==> config.mk <==
export PLATFORM = sky130hd
export DESIGN_NAME = websocket_frame_deframer
export DESIGN_NICKNAME = d
export VERILOG_FILES = /design/src/rtl/wsdf_pkg.sv /design/src/rtl/websocket_frame_deframer.sv
export SDC_FILE = /design/constraint.sdc
export NUM_CORES = 1
export LEC_CHECK = 0
export ABC_CLOCK_PERIOD_IN_PS = 6600
export BUFFER_PORTS_ARGS = -buffer_cell sky130_fd_sc_hd__clkbuf_2
export CAP_MARGIN = 20
export CORE_MARGIN = 4
export CORE_UTILIZATION = 25
export CTS_CLUSTER_SIZE = 16
export DETAILED_ROUTE_END_ITERATION = 10
export HOLD_SLACK_MARGIN = 0.08
export PLACE_DENSITY = 0.48
export SLEW_MARGIN = 30
export SYNTH_ARGS = -nofsm -noshare
export SYNTH_HDL_FRONTEND = slang
export SYNTH_SLANG_ARGS = --single-unit
export TNS_END_PERCENT = 30
==> constraint.sdc <==
create_clock -name clk -period 6.6 [get_ports clk]
set_input_delay 0.33 -clock clk [delete_from_list [all_inputs] [get_ports clk]]
set_output_delay 0.33 -clock clk [all_outputs]
set_load 0.02 [all_outputs]
==> src/rtl/wsdf_pkg.sv <==
// Shared widths, codes and reset values for the WebSocket frame deframer.
package wsdf_pkg;

  localparam int BYTE_W      = 8;
  localparam int OUT_LEN_W   = 25;
  localparam int OPC_W       = 4;
  localparam int KIND_W      = 2;
  localparam int PHASE_W     = 3;
  localparam int STEP_W      = 3;
  localparam int KEY_W       = 32;
  localparam int LEN_CODE_W  = 7;
  // data_out, fin_flag, frame_opcode and frame_length, padded to whole bytes.
  localparam int M_TDATA_W   = 40;

  localparam int LEN_WIDTH_DEF = 25;

  localparam logic [OUT_LEN_W-1:0] MAX_LEN_RESET = OUT_LEN_W'(16 * 1024 * 1024);

  // Parser phases.
  localparam logic [PHASE_W-1:0] PH_BYTE0   = 3'd0;
  localparam logic [PHASE_W-1:0] PH_BYTE1   = 3'd1;
  localparam logic [PHASE_W-1:0] PH_EXTLEN  = 3'd2;
  localparam logic [PHASE_W-1:0] PH_KEY     = 3'd3;
  localparam logic [PHASE_W-1:0] PH_PAYLOAD = 3'd4;
  localparam logic [PHASE_W-1:0] PH_ERROR   = 3'd5;

  // Result kinds.
  localparam logic [KIND_W-1:0] KIND_HEADER  = 2'd0;
  localparam logic [KIND_W-1:0] KIND_PAYLOAD = 2'd1;
  localparam logic [KIND_W-1:0] KIND_ERROR   = 2'd2;

  // Seven-bit length code that announces a 16-bit extended length.
  localparam logic [LEN_CODE_W-1:0] LEN_CODE_16 = 7'd126;

  // Extension and key byte counts, minus one.
  localparam logic [STEP_W-1:0] STEPS_EXT16 = 3'd1;
  localparam logic [STEP_W-1:0] STEPS_EXT64 = 3'd7;
  localparam logic [STEP_W-1:0] STEPS_KEY   = 3'd3;

endpackage

==> src/rtl/websocket_frame_deframer.sv <==
// WebSocket receive-side frame parser: header, extended length, mask key, payload unmasking.
//
// Takes one received byte per cycle unless the output stalls, and returns at most one result
// per byte, in the cycle after the byte is accepted, from an output register. The header
// fields, length accumulator, mask key and payload counter are updated by a single step of
// logic per byte, so a new byte can be taken in every cycle as long as the output register
// is empty or being drained in the same cycle. Results on m_axis: tuser carries the kind
// (0 header, 1 payload byte, 2 length error); tlast marks the header of an empty frame,
// the final payload byte of a frame, and an error. After an error the parser swallows
// all further bytes until reset. The length cap is written through the cfg channel,
// which is always ready; write it only while the parser is idle.
module websocket_frame_deframer #(
  parameter int LEN_WIDTH = wsdf_pkg::LEN_WIDTH_DEF
) (
  input  logic                                clk,
  input  logic                                rst,
  // cfg_data: max_payload_len [24:0]
  input  logic                                cfg_valid,
  output logic                                cfg_ready,
  input  logic [wsdf_pkg::OUT_LEN_W-1:0]      cfg_data,
  // s_axis_tdata: rx_byte [7:0]
  input  logic                                s_axis_tvalid,
  output logic                                s_axis_tready,
  input  logic [wsdf_pkg::BYTE_W-1:0]         s_axis_tdata,
  // m_axis_tdata: data_out [7:0], fin_flag [8], frame_opcode [12:9],
  // frame_length [37:13], zero [39:38]
  output logic                                m_axis_tvalid,
  input  logic                                m_axis_tready,
  output logic [wsdf_pkg::M_TDATA_W-1:0]      m_axis_tdata,
  // m_axis_tuser: kind [1:0]
  output logic [wsdf_pkg::KIND_W-1:0]         m_axis_tuser,
  output logic                                m_axis_tlast
);

  localparam int CMP_W = (LEN_WIDTH > wsdf_pkg::OUT_LEN_W) ? LEN_WIDTH : wsdf_pkg::OUT_LEN_W;
  localparam int PAD_W = wsdf_pkg::M_TDATA_W - wsdf_pkg::BYTE_W - 1 - wsdf_pkg::OPC_W
                         - wsdf_pkg::OUT_LEN_W;

  // Configuration and parser state.
  logic [wsdf_pkg::OUT_LEN_W-1:0] max_payload_len;
  logic [wsdf_pkg::PHASE_W-1:0]   phase, phase_next;
  logic [wsdf_pkg::STEP_W-1:0]    step_count, step_count_next;
  logic                           fin_reg, fin_reg_next;
  logic [wsdf_pkg::OPC_W-1:0]     opcode_reg, opcode_reg_next;
  logic                           masked_reg, masked_reg_next;
  logic [LEN_WIDTH-1:0]           length_accum, length_accum_next;
  logic                           length_overflow, length_overflow_next;
  logic [wsdf_pkg::KEY_W-1:0]     mask_key, mask_key_next;
  logic [LEN_WIDTH-1:0]           payload_index, payload_index_next;

  // Output register.
  logic                           out_valid;
  logic [wsdf_pkg::KIND_W-1:0]    out_kind;
  logic [wsdf_pkg::BYTE_W-1:0]    out_data;
  logic                           out_fin;
  logic [wsdf_pkg::OPC_W-1:0]     out_opcode;
  logic [wsdf_pkg::OUT_LEN_W-1:0] out_length;
  logic                           out_last;

  // Result of the current step.
  logic                           emit;
  logic [wsdf_pkg::KIND_W-1:0]    res_kind;
  logic [wsdf_pkg::BYTE_W-1:0]    res_data;
  logic [wsdf_pkg::OUT_LEN_W-1:0] res_length;
  logic                           res_last;

  logic                           in_accept;
  logic [wsdf_pkg::BYTE_W-1:0]    b;
  logic [wsdf_pkg::BYTE_W-1:0]    key_byte;
  logic [LEN_WIDTH:0]             index_plus_one;
  logic [CMP_W-1:0]               accum_wide;
  logic [CMP_W-1:0]               cap_wide;

  assign cfg_ready     = 1'b1;
  assign s_axis_tready = !out_valid || m_axis_tready;
  assign in_accept     = s_axis_tvalid && s_axis_tready;
  assign b             = s_axis_tdata;

  assign cap_wide       = CMP_W'(max_payload_len);
  assign index_plus_one = {1'b0, payload_index} + (LEN_WIDTH + 1)'(1);

  always_comb begin
    case (payload_index[1:0])
      2'd0:    key_byte = mask_key[31:24];
      2'd1:    key_byte = mask_key[23:16];
      2'd2:    key_byte = mask_key[15:8];
      default: key_byte = mask_key[7:0];
    endcase
  end

  always_comb begin
    logic do_length;
    logic do_header;
    logic is_last;
    phase_next           = phase;
    step_count_next      = step_count;
    fin_reg_next         = fin_reg;
    opcode_reg_next      = opcode_reg;
    masked_reg_next      = masked_reg;
    length_accum_next    = length_accum;
    length_overflow_next = length_overflow;
    mask_key_next        = mask_key;
    payload_index_next   = payload_index;
    emit                 = 1'b0;
    res_kind             = wsdf_pkg::KIND_HEADER;
    res_data             = '0;
    res_length           = '0;
    res_last             = 1'b0;
    do_length            = 1'b0;
    do_header            = 1'b0;
    is_last              = 1'b0;

    unique case (phase)
      wsdf_pkg::PH_BYTE0: begin
        fin_reg_next    = b[7];
        opcode_reg_next = b[wsdf_pkg::OPC_W-1:0];
        phase_next      = wsdf_pkg::PH_BYTE1;
      end
      wsdf_pkg::PH_BYTE1: begin
        masked_reg_next      = b[7];
        length_overflow_next = 1'b0;
        if (b[wsdf_pkg::LEN_CODE_W-1:0] < wsdf_pkg::LEN_CODE_16) begin
          length_accum_next = LEN_WIDTH'(b[wsdf_pkg::LEN_CODE_W-1:0]);
          do_length         = 1'b1;
        end else begin
          length_accum_next = '0;
          step_count_next   = (b[wsdf_pkg::LEN_CODE_W-1:0] == wsdf_pkg::LEN_CODE_16) ?
                              wsdf_pkg::STEPS_EXT16 : wsdf_pkg::STEPS_EXT64;
          phase_next        = wsdf_pkg::PH_EXTLEN;
        end
      end
      wsdf_pkg::PH_EXTLEN: begin
        // A nonzero top byte would be shifted out: the length does not fit.
        if (length_accum[LEN_WIDTH-1 -: wsdf_pkg::BYTE_W] != '0) begin
          length_overflow_next = 1'b1;
        end
        length_accum_next = (length_accum << wsdf_pkg::BYTE_W) | LEN_WIDTH'(b);
        if (step_count == '0) begin
          do_length = 1'b1;
        end else begin
          step_count_next = step_count - 1'b1;
        end
      end
      wsdf_pkg::PH_KEY: begin
        mask_key_next = {mask_key[wsdf_pkg::KEY_W-wsdf_pkg::BYTE_W-1:0], b};
        if (step_count == '0) begin
          do_header = 1'b1;
        end else begin
          step_count_next = step_count - 1'b1;
        end
      end
      wsdf_pkg::PH_PAYLOAD: begin
        is_last            = index_plus_one >= {1'b0, length_accum};
        emit               = 1'b1;
        res_kind           = wsdf_pkg::KIND_PAYLOAD;
        res_data           = masked_reg ? (b ^ key_byte) : b;
        res_length         = accum_wide[wsdf_pkg::OUT_LEN_W-1:0];
        res_last           = is_last;
        payload_index_next = index_plus_one[LEN_WIDTH-1:0];
        if (is_last) begin
          phase_next = wsdf_pkg::PH_BYTE0;
        end
      end
      wsdf_pkg::PH_ERROR: begin
      end
      default: begin
        phase_next = wsdf_pkg::PH_BYTE0;
      end
    endcase

    // The length is complete: check it, then take the key or finish the header.
    if (do_length) begin
      if (length_overflow_next || (CMP_W'(length_accum_next) > cap_wide)) begin
        phase_next = wsdf_pkg::PH_ERROR;
        emit       = 1'b1;
        res_kind   = wsdf_pkg::KIND_ERROR;
        res_last   = 1'b1;
      end else if (masked_reg_next) begin
        phase_next      = wsdf_pkg::PH_KEY;
        step_count_next = wsdf_pkg::STEPS_KEY;
        mask_key_next   = '0;
      end else begin
        do_header = 1'b1;
      end
    end

    if (do_header) begin
      emit               = 1'b1;
      res_kind           = wsdf_pkg::KIND_HEADER;
      res_length         = accum_wide[wsdf_pkg::OUT_LEN_W-1:0];
      res_last           = (length_accum_next == '0);
      payload_index_next = '0;
      phase_next         = (length_accum_next == '0) ? wsdf_pkg::PH_BYTE0 :
                           wsdf_pkg::PH_PAYLOAD;
    end
  end

  assign accum_wide = CMP_W'(length_accum_next);

  always_ff @(posedge clk) begin
    if (rst) begin
      max_payload_len <= wsdf_pkg::MAX_LEN_RESET;
    end else if (cfg_valid && cfg_ready) begin
      max_payload_len <= cfg_data;
    end
  end

  always_ff @(posedge clk) begin
    if (rst) begin
      phase           <= wsdf_pkg::PH_BYTE0;
      step_count      <= '0;
      fin_reg         <= 1'b0;
      opcode_reg      <= '0;
      masked_reg      <= 1'b0;
      length_accum    <= '0;
      length_overflow <= 1'b0;
      mask_key        <= '0;
      payload_index   <= '0;
    end else if (in_accept) begin
      phase           <= phase_next;
      step_count      <= step_count_next;
      fin_reg         <= fin_reg_next;
      opcode_reg      <= opcode_reg_next;
      masked_reg      <= masked_reg_next;
      length_accum    <= length_accum_next;
      length_overflow <= length_overflow_next;
      mask_key        <= mask_key_next;
      payload_index   <= payload_index_next;
    end
  end

  always_ff @(posedge clk) begin
    if (rst) begin
      out_valid <= 1'b0;
    end else if (in_accept && emit) begin
      out_valid <= 1'b1;
    end else if (m_axis_tready) begin
      out_valid <= 1'b0;
    end
  end

  always_ff @(posedge clk) begin
    if (in_accept && emit) begin
      out_kind   <= res_kind;
      out_data   <= res_data;
      out_fin    <= fin_reg_next;
      out_opcode <= opcode_reg_next;
      out_length <= res_length;
      out_last   <= res_last;
    end
  end

  assign m_axis_tvalid = out_valid;
  assign m_axis_tdata  = {{PAD_W{1'b0}}, out_length, out_opcode, out_fin, out_data};
  assign m_axis_tuser  = out_kind;
  assign m_axis_tlast  = out_last;

  // The error phase is terminal until reset.
  assert property (@(posedge clk) disable iff (rst)
    phase == wsdf_pkg::PH_ERROR |=> phase == wsdf_pkg::PH_ERROR)
    else $error("parser left the error phase without reset");

  // An error result always closes the frame and carries no length.
  assert property (@(posedge clk) disable iff (rst)
    out_valid && out_kind == wsdf_pkg::KIND_ERROR |-> out_last && out_length == '0)
    else $error("error result without last or with a nonzero length");

  // While payload is flowing the byte counter stays below the frame length.
  assert property (@(posedge clk) disable iff (rst)
    phase == wsdf_pkg::PH_PAYLOAD |-> payload_index < length_accum)
    else $error("payload counter ran past the frame length");

  // The key is four bytes long.
  assert property (@(posedge clk) disable iff (rst)
    phase == wsdf_pkg::PH_KEY |-> step_count <= wsdf_pkg::STEPS_KEY)
    else $error("mask key byte count out of range");

  // No byte is taken while a result waits and the sink is stalled.
  assert property (@(posedge clk) disable iff (rst)
    out_valid && !m_axis_tready |-> !s_axis_tready)
    else $error("input accepted while the output register is blocked");

endmodule

==> reports/qor.txt, run 1 <==
Status - finished clean
Nets - 1059
Post-CTS Resized - 0
Sink Count - 162
Cts hold-fix bufs - 0
Synth Cell Area - 0.008492 sq mm
Worst R2R End - out_length[24]$_DFFE_PP_
Port buffer count - 80
Layout cell share with drive strength beyond 1 - 0.1503
Worst path slowest cell - dfxtp_1
Vias/cell - 4.792
Hold Path Class - primary input to register
Starting Density - 0.2532
Leading area contributor after synthesis - dfxtp_1
Fmax - 0.1909 GHz
FP Rows - 67
Cell Area, Placed - 0.009244 sq mm
Internal Pwr Total - 1.826 mW
CP arrival - 5.36 ns
# Post-CTS Setup Buffers - 0
Mean Syn Cell Area - 9.291 sq um
H-tree lvl count - 4
Levels on crit path - 14
Largest register FFs - 32
Worst reg2reg startpoint - phase[1]$_SDFFE_PP0P_
Ports - 84
Syn-to-layout area delta - 15.78%
Hold_ws - 0.1397 ns
Iter 0 DRT Violations - 419
Drc violations - 0
Largest net degree at the start of global routing - 72
CTS tree - built
Finished Core Util - 0.2932
Most common cell on crit path - nor2_1
First-pass GRT wire length - 37.83 mm
Worst-Margin Slew - 0.8984 ns
Vias in the first global route - 6713
Clock buffer depth - 2
Worst Clk Skew - 0.01533 ns
CORE AREA - 0.03353 sq mm
Syn Inst Count - 914
Critical Path End - out_length[24]$_DFFE_PP_
RSZ-0062 raised after global routing - no
R2R depth - 14
Skew-Pair Late Insertion Delay - 0.43 ns
Max Slew Vio Count - 0
R2R Setup Slk - 1.36 ns
Switching power share of the total - 0.3062
Hpwl dp - 17.04 mm
Setup-failing EPs final - 0
Maxcap violations - 0
Normalized max-slew margin - 0.4011
Setup TNS - 0 ns
Sequential share of power - 0.431
CP required - 6.72 ns
Synth top area cells - dfxtp_1 29%, edfxtp_1 14%, ha_1 8.3%
Power share of the combinational group - 0.196
GPL Wtd Cong - 0.8359
Top-count cell post-synth - nor2_1
Largest Register - mask_key
Top cell type's share of synthesized area - 0.2853
Buffers & Inverters on Critical Path - 2
Leak - 4.098 nW
DIE WIDTH - 192.3 microns
Average wire per standard cell - 16.53 microns
Crit path max-delay family - simple AND/OR/NAND/NOR gates
Critical path type - register to register
CP Capture Type - register
Die ar. - 0.03698 sq mm
Gr ovfl total - 0
Sequential area share after synthesis - 0.4302
Sw power - 0.8060 mW
Initial antenna violation count - 0
Min cycle time layout - 5.239 ns
Synth Register Bits - 162
Clock share of power - 0.373
Drt pass-1 iters - 6
Final Non-Filler Cells - 1426
Die Ht - 192.3 microns
Total global-route track usage - 0.1301
Clock slew at reported path FFs - 0.07 ns
Post-synth EDFFs - 41
PwrDens - 267.7 mW/mm^2
Final Cell Area - 0.009832 sq mm
Main synth FF type - dfxtp_1
Detailed-route via count - 6834
Fin. Hold Viols - 0
Antenna fix cells - 0
Peak supply drop - 0.0001895 V
Final wirelength - 23.57 mm
Crit path from - phase[1]$_SDFFE_PP0P_
Part of the cycle the worst path needs - 0.7938
Inst Count DP - 1394
Final ANT Viol Nets - 0
Inserted Clock Buffers - 17
Async SR Flop Fraction - 0
CTS Root Cell - clkbuf_16
Synth cell count leaders - 126 x nor2_1, 121 x dfxtp_1, 84 x inv_1
Critical path fanouts, max - 25
Startpoint Class - register
Post-synth cell types - 70
Yosys warning count - 0
Worst path max stage delay - 0.72 ns
Crit path cell chain - nor2_1 -> or2_2 -> a222oi_1 -> inv_1 -> ha_1 -> nand4_1 -> nor3_1 -> nor4b_2 -> o21ai_0 -> a21oi_2 -> a211o_2 -> nor2_1 -> nor2_4 -> buf_12
-- metal layers --
| layer | routed length [microns] | global-route usage | vias to the layer above |
|---|---|---|---|
| li1 | - | - | 3393 |
| met1 | 11610 | 0.1887 | 3260 |
| met2 | 10410 | 0.1947 | 163 |
| met3 | 1272 | 0.03039 | 18 |
| met4 | 274 | 0.03319 | 0 |
| met5 | 0 | 0 | - |
-- placed cells by master, fill, tap and decap left out, drive strengths merged, types with 15 or more instances in the layout --
cell type    n
a211oi      30
a21oi       28
a22o        52
a22oi       21
clkbuf     103
dfxtp      121
edfxtp      41
ha          56
inv         85
mux2i       24
nand2       46
nand3       17
nand4       15
nor2       126
nor3        17
o21ai       28
o22ai       15
xnor2       15
xor2        16
-- cells by family (layout without fill, tap and decap cells) --
kind of cell / after synthesis / count (layout) / share of synthesized area
other: 2 / 3 / 0.0008844
buffers and inverters: 144 / 207 / 0.07603
XOR/XNOR: 31 / 31 / 0.03197
multiplexers: 31 / 31 / 0.03757
flip-flops: 162 / 162 / 0.4302
AO/OA/AOI/OAI: 234 / 234 / 0.2058
adder cells (fa/ha/maj): 56 / 56 / 0.08251
AND/OR/NAND/NOR: 254 / 254 / 0.1350
-- worst min-delay path by stage --
stage,to,depth (start not counted),startpoint,slack [ns]
floorplan,mask_key[24]$_SDFFE_PP0P_,1,mask_key[24]$_SDFFE_PP0P_,0.44
global placement,mask_key[28]$_SDFFE_PP0P_,1,mask_key[28]$_SDFFE_PP0P_,0.46
detailed placement,mask_key[28]$_SDFFE_PP0P_,1,mask_key[28]$_SDFFE_PP0P_,0.45
CTS,cap_wide[6]$_SDFFE_PP0P_,3,cfg_data[6],0.12
global route,cap_wide[6]$_SDFFE_PP0P_,3,cfg_data[6],0.12
finish,cap_wide[9]$_SDFFE_PP0P_,3,cfg_data[9],0.14
-- power groups by stage --
stage / clock (mW) / combinational [mW] / sequential, mW
after floorplan: 0 / 0.330 / 1.17
after global placement: 0 / 0.516 / 1.16
after detailed placement: 0 / 0.517 / 1.16
after CTS: 1.01 / 0.520 / 1.14
after global routing: 1.05 / 0.578 / 1.14
final: 0.981 / 0.517 / 1.13
-- tightest hold or removal path, cell delays in order --
cell,delay (ns)
clkbuf_2,0.07
mux2i_1,0.05
nor2_1,0.07
-- area by class of cell --
type / count / area, sq um
sequential: 162 / 3654
timing repair buffer: 90 / 488.0
clock inverter: 9 / 66.31
inverter: 85 / 319.1
tap: 448 / 560.5
multi-input combinational: 609 / 4223
fill: 3612 / 23700
clock buffer: 23 / 521.8
-- per-stage QoR --
step | setup slack, ns | total power [mW]
global route | 1.006 | 2.773
CTS | 1.437 | 2.666
global placement | 1.435 | 1.673
detailed placement | 1.492 | 1.673
finish | 1.361 | 2.632
floorplan | 1.483 | 1.503
Note: power is estimated with default switching activity, not from simulation.
==> run 2, diff against run 1 <==
Settings changed: ABC_CLOCK_PERIOD_IN_PS 6600 to 4470, PLACE_DENSITY 0.48 to 0.5.
Clock period 6.6 ns to 4.47 ns, I/O delays scaled along.
==> reports/qor.txt, run 2 (synthesis results as in run 1) <==
Max Slew Vio Count - 0
Critical path type - register to register
Startpoint Class - register
Clock share of power - 0.364
RSZ-0062 raised after global routing - no
Largest register FFs - 32
Syn-to-layout area delta - 20.76%
CTS tree - built
Hold Path Class - primary input to register
Cts hold-fix bufs - 25
Sink Count - 162
Switching power share of the total - 0.3065
Average wire per standard cell - 16.12 microns
Port buffer count - 80
Fin. Hold Viols - 0
CP arrival - 4.47 ns
Setup WS post-layout - 0.3278 ns
Worst-Margin Slew - 0.8718 ns
Commonest non-fill, non-tap cell in the layout - nor2_1
Die Ht - 192.3 microns
Leak - 4.323 nW
CP Capture Type - register
Vias/cell - 4.806
Cell Area, Placed - 0.009432 sq mm
Setup TNS - 0 ns
PwrDens - 383.2 mW/mm^2
Final ANT Viol Nets - 0
Normalized max-slew margin - 0.4174
FP Rows - 67
DIE WIDTH - 192.3 microns
Inserted Clock Buffers - 17
Hpwl dp - 17.22 mm
Fmax - 0.2414 GHz
Inst Count DP - 1419
First-pass GRT wire length - 37.94 mm
Critical path fanouts, max - 32
Worst Clk Skew - 0.01126 ns
Skew-Pair Late Insertion Delay - 0.43 ns
Post-CTS Resized - 0
Gr ovfl total - 0
Layout cell share with drive strength beyond 1 - 0.1683
Detailed-route via count - 7093
Total global-route track usage - 0.1313
H-tree lvl count - 4
Ports - 84
Peak supply drop - 0.0002765 V
Initial antenna violation count - 0
Final Non-Filler Cells - 1476
Final wirelength - 23.79 mm
Maxcap violations - 0
Sequential share of power - 0.425
Status - finished clean
# Post-CTS Setup Buffers - 0
Sw power - 1.204 mW
Most frequent cells in the layout - 125 x nor2_1, 121 x dfxtp_1, 84 x inv_1
CTS Root Cell - clkbuf_16
Iter 0 DRT Violations - 647
Die ar. - 0.03698 sq mm
Internal Pwr Total - 2.725 mW
Min cycle time layout - 4.142 ns
Grt met3 use - 0.02533
GPL Wtd Cong - 0.8132
Antenna fix cells - 0
Part of the cycle the worst path needs - 0.9267
Nets - 1109
CP required - 4.79 ns
Largest net degree at the start of global routing - 69
Clock buffer depth - 2
Setup-failing EPs final - 0
Drt pass-1 iters - 5
GR Layer Usage met2 - 0.2021
Largest Register - mask_key
Starting Density - 0.2532
CORE AREA - 0.03353 sq mm
GR peak layer - met2
Clock slew at reported path FFs - 0.07 ns
Hold_ws - 0.1587 ns
Dpl ws - 0.4219 ns
Met1 usage - 0.1872
Power share of the combinational group - 0.211
Final Cell Area - 0.01025 sq mm
Vias in the first global route - 6724
Drc violations - 0
run 2: cell count changes in the layout (fill, tap and decap cells not counted), sizes merged:
cell,previous run,this run
buf,10,35
clkbuf,103,102
clkinv,8,5
clkinvlp,1,0
dlygate4sd3,0,25
inv,85,90
run 2: area by class of cell:
class	instances	area [sq um]
timing repair buffer	140	925.9
sequential	162	3654
multi-input combinational	609	4223
inverter	85	319.1
tap	448	560.5
clock inverter	10	66.31
fill	3597	23280
clock buffer	22	506.7
run 2: critical path: stages, from the launching register on:
cell	delay [ns]
dfxtp_1	0.57
a21o_1	0.59
a22oi_1	0.28
inv_1	0.10
ha_1	0.24
a21o_1	0.20
a221o_1	0.34
a221oi_2	0.40
o31ai_1	0.15
a21oi_2	0.20
buf_4	0.18
nand3b_2	0.12
a31o_4	0.39
a22o_2	0.24
run 2: final timing paths:
kind | end | slack [ns] | startpoint | cells past startpoint
worst min register to register | step_count[0]$_SDFFE_PP0P_ | 0.47 | step_count[0]$_SDFFE_PP0P_ | 1
worst max register to register | mask_key[31]$_SDFFE_PP0P_ | 0.33 | phase[0]$_SDFFE_PP0P_ | 13
worst min-delay path | mask_key[6]$_SDFFE_PP0P_ | 0.16 | s_axis_tdata[6] | 2
worst max-delay path | mask_key[31]$_SDFFE_PP0P_ | 0.33 | phase[0]$_SDFFE_PP0P_ | 13
run 2: metal layers:
layer	vias up	routed length, microns
li1	3496	-
met1	3391	11540
met2	191	10800
met3	15	1176
met4	0	269
met5	-	0
run 2: metrics by stage:
step	power, mW	util
2_1_floorplan	2.219	-
3_3_place_gp	2.508	0.2813
3_5_place_dp	2.512	0.2813
4_1_cts	3.975	0.3058
5_1_grt	4.145	0.3058
6_report	3.930	0.3058
run 2: power by group through the flow:
stage / sequential (mW) / clock, mW / combinational (mW)
after global placement: 1.70 / 0 / 0.806
after CTS: 1.67 / 1.47 / 0.831
after floorplan: 1.73 / 0 / 0.487
after detailed placement: 1.70 / 0 / 0.810
after global routing: 1.68 / 1.55 / 0.917
final: 1.67 / 1.43 / 0.827
==> run 3, diff against run 2 <==
Settings changed: ABC_AREA set to 1, PLACE_DENSITY 0.5 to 0.49.
==> reports/qor.txt, run 3 <==
Status - finished clean
Crit path from - phase[2]$_SDFFE_PP0P_
Worst path slowest cell - nor4_1
Port buffer count - 80
Normalized max-slew margin - 0.4945
Worst-Margin Slew - 0.7572 ns
Critical path type - register to register
Largest net degree at the start of global routing - 66
H-tree lvl count - 4
Drt pass-1 iters - 5
Hold Path Class - primary input to register
Nets - 1481
Hpwl dp - 19.65 mm
Final ANT Viol Nets - 0
Most common cell on crit path - nand2_1
RSZ-0062 raised after global routing - no
Peak supply drop - 0.0002465 V
Synth Register Bits - 162
Setup-failing EPs final - 0
Initial antenna violation count - 0
DIE WIDTH - 202.7 microns
CTS Root Cell - clkbuf_16
Commonest non-fill, non-tap cell in the layout - inv_1
Crit path cell chain - inv_2 -> nand3_4 -> inv_2 -> nand2_1 -> nand2_2 -> a22oi_1 -> inv_1 -> ha_1 -> nand2_1 -> nor4_1 -> nand3b_1 -> nand2_1 -> nand3_2 -> nand2_2 -> nand2_1 -> o21a_1
Yosys warning count - 0
Synth Cell Area - 0.009477 sq mm
Setup TNS - 0 ns
Vias in the first global route - 7653
Top-count cell post-synth - inv_1
Buffers & Inverters on Critical Path - 3
Post-synth EDFFs - 41
Register area - 0.003654 sq mm
Total global-route track usage - 0.1294
Max Slew Vio Count - 0
Detailed-route via count - 8467
Largest register FFs - 32
CP required - 4.65 ns
Inst Count DP - 1867
Average wire per standard cell - 14.27 microns
Sw power - 1.574 mW
Starting Density - 0.2528
Clock buffer depth - 2
Sequential area share after synthesis - 0.3855
Synth top area cells - dfxtp_1 26%, edfxtp_1 13%, inv_1 9.0%
Startpoint Class - register
CTS tree - built
Die Ht - 202.7 microns
Skew-Pair Late Insertion Delay - 0.44 ns
First-pass GRT wire length - 43.01 mm
Clock share of power - 0.339
Switching power share of the total - 0.3615
Fin. Hold Viols - 0
Inserted Clock Buffers - 17
FP Rows - 71
GPL Wtd Cong - 0.8205
Sink Count - 162
Sequential share of power - 0.405
Finished Core Util - 0.2943
Cts hold-fix bufs - 12
Internal Pwr Total - 2.779 mW
Post-synth cell types - 49
Fmax - 0.2554 GHz
Syn Inst Count - 1327
Antenna fix cells - 0
Synth cell count leaders - 227 x inv_1, 216 x nand2_1, 164 x nor2_1
Post-CTS Resized - 0
Layout cell share with drive strength beyond 1 - 0.1100
Crit path max-delay family - simple AND/OR/NAND/NOR gates
Syn-to-layout area delta - 16.44%
Final wirelength - 27.27 mm
Leading area contributor after synthesis - dfxtp_1
Leak - 5.005 nW
Largest Register - mask_key
Cell Area, Placed - 0.01033 sq mm
Final Cell Area - 0.01103 sq mm
Main synth FF type - dfxtp_1
Final Non-Filler Cells - 1911
# Post-CTS Setup Buffers - 0
CORE AREA - 0.03749 sq mm
Maxcap violations - 0
Worst path max stage delay - 0.51 ns
Gr ovfl total - 0
Area of the multi-input gates - 0.004657 sq mm
Most frequent cells in the layout - 225 x inv_1, 214 x nand2_1, 163 x nor2_1
Vias/cell - 4.431
PwrDens - 394.5 mW/mm^2
Async SR Flop Fraction - 0
Dpl ws - 0.4988 ns
CP Capture Type - register
Top cell type's share of synthesized area - 0.2556
Ports - 84
Mean Syn Cell Area - 7.141 sq um
Part of the cycle the worst path needs - 0.8760
Min-delay src - cfg_data[6]
Critical path fanouts, max - 24
Clock slew at reported path FFs - 0.08 ns
Worst Clk Skew - 0.02314 ns
Die ar. - 0.04109 sq mm
Iter 0 DRT Violations - 589
Power share of the combinational group - 0.256
CP arrival - 4.10 ns
Worst reg2reg startpoint - phase[2]$_SDFFE_PP0P_
Fill cells - 4120
Drc violations - 0
Min cycle time layout - 3.916 ns
Setup WS post-layout - 0.5545 ns
[run 3: cell count changes after synthesis, sizes merged, moves of 15 or more]
cell    previous run  this run
nand2             46       222
inv               84       234
o21ai             28       125
a21oi             28       118
a22o              52         0
nor2             126       166
o211ai             3        34
a211oi            30         0
mux2i             24         0
nand3             17        36
a22oi             21         6
[run 3: area by class of cell]
cell class,instances,area share
Clock buffer,17,0.03855
Clock inverter,15,0.01417
Inverter,237,0.08108
Multi-Input combinational cell,867,0.4220
Sequential cell,162,0.3311
Tap cell,511,0.05794
Timing Repair Buffer,102,0.05511
[run 3: final timing paths]
kind / endpoint / slack [ns] / cells past startpoint
setup / recovery: m_axis_tlast$_DFFE_PP_ / 0.55 / 16
hold reg to reg: cap_wide[10]$_SDFFE_PP0P_ / 0.47 / 2
setup reg to reg: m_axis_tlast$_DFFE_PP_ / 0.55 / 16
hold / removal: cap_wide[6]$_SDFFE_PP0P_ / 0.09 / 3
[run 3: power by group through the flow]
stage                     combinational [mW]  sequential [mW]  clock, mW
final                                   1.11             1.76       1.48
after global routing                    1.27             1.78       1.57
after CTS                               1.13             1.76       1.52
after floorplan                        0.758             1.82          0
after detailed placement                1.11             1.79          0
after global placement                  1.10             1.79          0
[run 3: logic make-up after synthesis]
kind of cell	share of synthesized area
other	0.0007925
buffers and inverters	0.1248
and+or+nand+nor	0.2165
adders and majority gates	0.07394
xor gates and xnor gates	0.01479
AOI/OAI and AO/OA	0.1837
DFF	0.3855
[run 3: through the flow]
| step | hold WS, ns | power [mW] |
|---|---|---|
| after floorplan | 0.3345 | 2.582 |
| after global placement | 0.4450 | 2.894 |
| after detailed placement | 0.4552 | 2.906 |
| after CTS | 0.08032 | 4.403 |
| after global routing | 0.1025 | 4.624 |
| final | 0.08767 | 4.353 |
[run 3: worst register-to-register path, stage by stage, from the launching register on]
cell      delay, ns
dfxtp_1        0.49
inv_2          0.10
nand3_4        0.16
inv_2          0.05
nand2_1        0.16
nand2_2        0.15
a22oi_1        0.29
inv_1          0.14
ha_1           0.32
nand2_1        0.09
nor4_1         0.51
nand3b_1       0.14
nand2_1        0.17
nand3_2        0.16
nand2_2        0.45
nand2_1        0.15
o21a_1         0.13
[run 3: per-layer routing]
layer	part of all wire	wire [microns]	vias to the layer above	global-route usage
li1	-	-	4443	-
met1	0.50	13640	3822	0.1871
met2	0.45	12180	179	0.2043
met3	0.041	1106	23	0.01917
met4	0.013	347	0	0.03104
met5	0	0	-	0
